===== config.mk =====
export PLATFORM = sky130hd
export DESIGN_NAME = rts_ctrl
export DESIGN_NICKNAME = d
export VERILOG_FILES = /design/src/sv/rts_pkg.sv /design/src/sv/rts_ctrl.sv
export SDC_FILE = /design/constraint.sdc
export NUM_CORES = 1
export LEC_CHECK = 0
export BUFFER_PORTS_ARGS = -buffer_cell sky130_fd_sc_hd__buf_2
export CAP_MARGIN = 10
export CORE_MARGIN = 5
export CORE_UTILIZATION = 25
export DETAILED_ROUTE_END_ITERATION = 6
export RECOVER_POWER = 25
export SYNTH_ARGS = -nofsm -noshare
export SYNTH_HDL_FRONTEND = slang
export SYNTH_SLANG_ARGS = --single-unit

===== constraint.sdc =====
create_clock -name clk_i -period 3.34 [get_ports clk_i]
set_input_delay 0.167 -clock clk_i [delete_from_list [all_inputs] [get_ports clk_i]]
set_output_delay 0.167 -clock clk_i [all_outputs]
set_load 0.01 [all_outputs]

===== src/sv/rts_pkg.sv =====
`default_nettype none

package rts_pkg;

  localparam int MAX_CITIES_DEF = 1024;
  localparam int RAND_BITS_DEF  = 31;

  localparam int CNT_W    = 11;
  localparam int CITY_W   = 10;
  localparam int IDX_IN_W = 10;
  localparam int RAND_W   = 31;
  localparam int OP_W     = 2;

  localparam logic [CNT_W-1:0] CITY_COUNT_RST = 11'd1024;

  typedef enum logic [OP_W-1:0] {
    OP_START   = 2'd0,
    OP_SHUFFLE = 2'd1,
    OP_READ    = 2'd2,
    OP_NOP     = 2'd3
  } opcode_e;

  typedef struct packed {
    opcode_e               opcode;
    logic [RAND_W-1:0]     rand_word;
    logic [IDX_IN_W-1:0]   read_index;
  } rts_in_t;

  typedef struct packed {
    logic [CITY_W-1:0] city;
    logic              done_res;
    logic              out_of_range;
  } rts_out_t;

  typedef struct packed {
    logic latch_in;
    logic load_cnt;
    logic fill_clr;
    logic fill_wr;
    logic div_step;
    logic rd_a;
    logic rd_b;
    logic wr_a;
    logic wr_b;
    logic dec_cnt;
    logic rd_entry;
    logic put_result;
  } dp_cmd_t;

  typedef struct packed {
    opcode_e op;
    logic    fill_done;
    logic    div_last;
    logic    k_zero;
    logic    can_shuffle;
    logic    in_range;
    logic    out_free;
  } dp_sts_t;

endpackage

`default_nettype wire


===== src/sv/rts_ctrl.sv =====
`default_nettype none

module rts_ctrl (
  input  logic              clk_i,
  input  logic              rst_ni,
  input  logic              in_valid_i,
  output logic              in_ready_o,
  input  rts_pkg::dp_sts_t  sts_i,
  output rts_pkg::dp_cmd_t  cmd_o
);
  import rts_pkg::*;

  localparam logic [3:0] S_IDLE   = 4'd0;
  localparam logic [3:0] S_DECODE = 4'd1;
  localparam logic [3:0] S_FILL   = 4'd2;
  localparam logic [3:0] S_DIV    = 4'd3;
  localparam logic [3:0] S_RD_A   = 4'd4;
  localparam logic [3:0] S_RD_B   = 4'd5;
  localparam logic [3:0] S_WR_A   = 4'd6;
  localparam logic [3:0] S_WR_B   = 4'd7;
  localparam logic [3:0] S_PUT    = 4'd8;

  logic [3:0] state_q, state_d;

  always_ff @(posedge clk_i or negedge rst_ni) begin
    if (!rst_ni) begin
      state_q <= S_IDLE;
    end else begin
      state_q <= state_d;
    end
  end

  always_comb begin
    state_d    = state_q;
    cmd_o      = '0;
    in_ready_o = 1'b0;
    case (state_q)
      S_IDLE: begin
        in_ready_o = 1'b1;
        if (in_valid_i) begin
          cmd_o.latch_in = 1'b1;
          state_d        = S_DECODE;
        end
      end
      S_DECODE: begin
        case (sts_i.op)
          OP_START: begin
            cmd_o.load_cnt = 1'b1;
            cmd_o.fill_clr = 1'b1;
            state_d        = S_FILL;
          end
          OP_SHUFFLE: begin
            // a finished shuffle ignores further steps
            state_d = sts_i.can_shuffle ? S_DIV : S_PUT;
          end
          OP_READ: begin
            cmd_o.rd_entry = sts_i.in_range;
            state_d        = S_PUT;
          end
          default: begin
            state_d = S_PUT;
          end
        endcase
      end
      S_FILL: begin
        if (sts_i.fill_done) begin
          state_d = S_PUT;
        end else begin
          cmd_o.fill_wr = 1'b1;
        end
      end
      S_DIV: begin
        cmd_o.div_step = 1'b1;
        if (sts_i.div_last) begin
          state_d = S_RD_A;
        end
      end
      S_RD_A: begin
        // k of zero: no swap, just count down
        if (sts_i.k_zero) begin
          cmd_o.dec_cnt = 1'b1;
          state_d       = S_PUT;
        end else begin
          cmd_o.rd_a = 1'b1;
          state_d    = S_RD_B;
        end
      end
      S_RD_B: begin
        cmd_o.rd_b = 1'b1;
        state_d    = S_WR_A;
      end
      S_WR_A: begin
        cmd_o.wr_a = 1'b1;
        state_d    = S_WR_B;
      end
      S_WR_B: begin
        cmd_o.wr_b    = 1'b1;
        cmd_o.dec_cnt = 1'b1;
        state_d       = S_PUT;
      end
      S_PUT: begin
        // hold until the output register frees
        if (sts_i.out_free) begin
          cmd_o.put_result = 1'b1;
          state_d          = S_IDLE;
        end
      end
      default: begin
        state_d = S_IDLE;
      end
    endcase
  end

endmodule

`default_nettype wire


==> Flow_metrics.wiki <==
{| class="wikitable"
! Metric !! Value
|-
| Run status || finished, final reports clean
|-
| Ranking of synthesized cells by area || sky130_fd_sc_hd__dfrtp_1 (23%), sky130_fd_sc_hd__nor2_1 (6.8%), sky130_fd_sc_hd__buf_6 (5.1%), sky130_fd_sc_hd__xor2_1 (4.0%), sky130_fd_sc_hd__a21oi_1 (3.4%)
|-
| Final GP Congestion || 0.827
|-
| 1st-pass router iterations || 2
|-
| Std cell rows || 15
|-
| Synth Cell Area || 439 um2
|-
| Cell with the most instances after synthesis || sky130_fd_sc_hd__nor2_1
|-
| Seq. cell area || 100 um2
|-
| Share of the synthesized area in the top cell type || 22.8%
|-
| CTS root buffer || sky130_fd_sc_hd__clkbuf_4
|-
| Height of the chip || a little over 50 um
|-
| Synthesized netlist cell count || 57
|-
| Clock power frac || 15.2%
|-
| Final layout net count || 93
|-
| Number of failing hold endpoints at the final stage || 0
|-
| Async set-or-reset flop fraction in the synthesized netlist || 100%
|-
| Ranking of synthesized cells by instance count || sky130_fd_sc_hd__nor2_1 (8), sky130_fd_sc_hd__dfrtp_1 (4)
|-
| Number of warnings printed during yosys synthesis || 0
|-
| Core Footprint || 1690 um2
|-
| Launch point of the worst hold path || sts_i[0]
|-
| Cells on worst reg2reg path || 4
|-
| Part of the total power dissipated in combinational logic || 55.3%
|-
| Maximum frequency from static timing analysis || 575 MHz
|-
| Vias after detailed routing || roughly 460
|-
| Wire length after detailed routing || 1120 um
|-
| Initial Util || 26.0%
|-
| Final Critical Period || 1740 ps
|-
| DRC Markers || 0
|-
| H-tree Lvls || 1
|-
| Antenna diode instance count || 0
|-
| Deepest clock path buffer count || 2
|-
| Worst slew margin relative to its limit || 70.7%
|-
| Slowest library cell on the worst path || sky130_fd_sc_hd__dfrtp_1
|-
| WHS Endpoint || state_q[3]
|-
| Number of sinks on the clock net || 4
|-
| Net Count, Synth || 68
|-
| Average cell area after synthesis || 7.70 um2
|-
| Area taken by multi-input logic gates || about 290 um2
|-
| Number of antenna violations at the first check in global routing || 0
|-
| Post-synthesis sequential element count || 4
|-
| Max-cap viol count || 0
|-
| Vias in the first global route || 448
|-
| Power spent charging and discharging nets || 0.000182 W
|-
| Power per cell area || 681 nW/um2
|-
| Flip-flop count of the largest register after layout || 4
|-
| Share of synthesized area occupied by flip-flops and latches || 22.8%
|-
| Area after detailed placement || roughly 540 um2
|-
| Worst setup EP type || output port
|-
| Total of buffers placed on input and output ports || 23
|-
| RSZ-0062 raised after global routing || false
|-
| Sw Share || 47.3%
|-
| Post-Route Hold Slack || ~150 ps
|-
| Routed len/inst || 11.5 um
|-
| Global-route total usage across every layer || 9.45%
|-
| Part of the total power dissipated in sequential elements || between 20% and 30%
|-
| Critical Path AT || about 1600 ps
|-
| Startpoint of the most critical register-to-register path || state_q[0]
|-
| CP dominant cell by count || sky130_fd_sc_hd__nor2_1
|-
| Biggest registers after layout || state_q: 4 flops
|-
| Fill cell count || 184
|-
| Setup CP Type || flop to output port
|-
| Synth area leader || sky130_fd_sc_hd__dfrtp_1
|-
| Kind of cell adding the most delay to the critical path || simple AND/OR/NAND/NOR gates
|-
| Iter 0 DRT Violations || 6
|-
| Cell-by-cell listing of the critical path || nor2_1 > nand3b_1 > nor2_1 > buf_2
|-
| Longest individual stage delay on the worst path || 530 ps
|-
| Total clock buffers created by CTS || 3
|-
| Post-synth cell types || 31
|-
| Worst clock skew on the final layout || about 5 ps
|-
| Global-route congestion overflow total || 0
|-
| Dpl hpwl || 906 um
|-
| Element type at the critical path start || flop
|-
| Cell-internal power || 0.000204 W
|-
| Number of buffers and inverters on the critical path || 1
|-
| Clk Latency, worst-skew pair || 230 ps
|-
| Reg-to-reg critical path endpoint || state_q[3]
|-
| Req. time, crit path || 3170 ps
|-
| Final TNS setup || 0 ps
|-
| Post-CTS clock slew at the launch and capture registers of the worst setup and hold paths || 40 ps
|-
| DRT antenna net count || 0
|-
| Count of boundary I/O pins || 24
|-
| Worst Hold Class || primary input to flop
|-
| Worst hold path cell count || 2
|-
| CTS tree || built
|-
| Instance count on the critical path || 4
|-
| Largest net degree at the start of global routing || 15
|-
| Area added between synthesis and finish || 29.1%
|-
| Horizontal die dimension || 51.9 um
|-
| Reg with most FFs || state_q
|-
| Static Leak || around 0.29 nW
|-
| Die area || around 2700 um2
|-
| Setup repair bufs after CTS || 0
|-
| Final worst-path cycle share || 52.1%
|-
| Max IR drop VDD || 0.000218 V
|-
| Fraction of layout cells with a size suffix above 1 || 40.0%
|-
| Largest fanout on the critical path || 14
|-
| Worst-Margin Slew || between 400 and 500 ps
|-
| EDFF count, synth || 0
|-
| Cell area after layout || 567 um2
|-
| Most instantiated flip-flop cell in the synthesis netlist || sky130_fd_sc_hd__dfrtp_1
|-
| Wire length of the first global-routing pass || 1940 um
|-
| Total of endpoints with negative setup slack in the final report || 0
|-
| Max Transition Viols Final || 0
|-
| Ratio of routed vias to standard cells || between 4 and 5
|-
| Register-to-register setup slack || roughly 1900 ps
|}
==> final cells by class <==
type,instances,share of cell area [%]
flip-flops and latches,4,17.7
inverters,3,1.99
clock buffers,3,3.97
repair buffers,24,21.9
multi-input cells,46,50.8
well taps,17,3.75
==> worst max-delay path by stage <==
stage | start | to
2_1_floorplan | state_q[3] | cmd_o[10]
3_3_place_gp | state_q[1] | cmd_o[8]
3_5_place_dp | state_q[2] | cmd_o[9]
4_1_cts | state_q[2] | cmd_o[9]
5_1_grt | state_q[0] | cmd_o[0]
6_report | state_q[0] | cmd_o[0]
==> logic make-up (layout without fill, tap and decap cells) <==
kind of cell / Yosys count / after routing / share of synthesized area [%]
xor gates and xnor gates: 2 / 2 / 3.99
and+or+nand+nor: 29 / 29 / 36.2
DFF: 4 / 4 / 22.8
AOI/OAI and AO/OA: 15 / 15 / 25.9
buffers and inverters: 7 / 30 / 11.1
==> power by group through the flow <==
stage | Clock (W) | Combinational, W | Sequential [W]
finish | 0.0000586 | 0.000214 | 0.000114
global route | 0.0000672 | 0.000240 | 0.000120
CTS | 0.0000620 | 0.000218 | 0.000115
detailed placement | 0 | 0.000216 | 0.000115
global placement | 0 | 0.000216 | 0.000116
floorplan | 0 | 0.000208 | 0.0000804
==> metal layers <==
metal	GRT usage, %	wire length, um	vias to the layer above
met2	13.8	464	13
met3	4.30	80	0
met5	0	0	-
met4	1.31	0	0
met1	12.9	573	201
li1	-	-	247
==> placed cells by master, fill, tap and decap left out <==
cell | synthesis | routed
sky130_fd_sc_hd__a211oi_2 | 1 | 1
sky130_fd_sc_hd__a21boi_2 | 1 | 1
sky130_fd_sc_hd__a21oi_1 | 3 | 3
sky130_fd_sc_hd__a41o_1 | 1 | 1
sky130_fd_sc_hd__and3_1 | 1 | 1
sky130_fd_sc_hd__buf_2 | 0 | 22
sky130_fd_sc_hd__clkbuf_1 | 0 | 1
sky130_fd_sc_hd__clkbuf_4 | 0 | 3
sky130_fd_sc_hd__dfrtp_1 | 4 | 4
sky130_fd_sc_hd__dlygate4sd3_1 | 0 | 1
sky130_fd_sc_hd__inv_1 | 2 | 2
sky130_fd_sc_hd__inv_2 | 1 | 1
sky130_fd_sc_hd__nand2_1 | 3 | 3
sky130_fd_sc_hd__nand2_2 | 1 | 1
sky130_fd_sc_hd__nand2b_1 | 2 | 2
sky130_fd_sc_hd__nand3_1 | 1 | 1
sky130_fd_sc_hd__nand3b_1 | 1 | 1
sky130_fd_sc_hd__nor2_1 | 8 | 9
sky130_fd_sc_hd__nor2_2 | 2 | 1
sky130_fd_sc_hd__nor2b_1 | 2 | 2
sky130_fd_sc_hd__nor3_1 | 3 | 3
sky130_fd_sc_hd__nor3b_1 | 1 | 1
sky130_fd_sc_hd__nor3b_2 | 1 | 1
sky130_fd_sc_hd__nor4_1 | 1 | 1
sky130_fd_sc_hd__o2111ai_1 | 1 | 1
sky130_fd_sc_hd__o21ai_0 | 2 | 2
sky130_fd_sc_hd__o21ai_1 | 3 | 3
sky130_fd_sc_hd__o221a_1 | 1 | 1
sky130_fd_sc_hd__o22ai_2 | 1 | 1
sky130_fd_sc_hd__o31ai_1 | 1 | 1
sky130_fd_sc_hd__or2_1 | 1 | 1
sky130_fd_sc_hd__or2b_1 | 1 | 1
sky130_fd_sc_hd__xor2_1 | 2 | 2
==> what timing repair did <==
action	4_1_cts	5_1_grt
endpoints found under the hold margin	4	0
hold buffers	1	0
gates resized for setup	0	0
==> worst register-to-register path, delay by kind of cell (launching register included) <==
| kind | cells | cell delay [ps] |
|---|---|---|
| DFF | 1 | 530 |
| AOI/OAI and AO/OA | 3 | 440 |
| and+or+nand+nor | 1 | 390 |
==> metrics by stage <==
stage                     total power [W]  util [%]  std cells  worst slack, ps
after floorplan                  0.000289         -         57             1940
final                            0.000386      33.6         97             1600
after CTS                        0.000395      33.8         97             1680
after global placement           0.000332      31.9         93             1920
after detailed placement         0.000331      31.9         93             1940
after global routing             0.000427      33.6         97             1480
(Power assumes the default switching activity.)
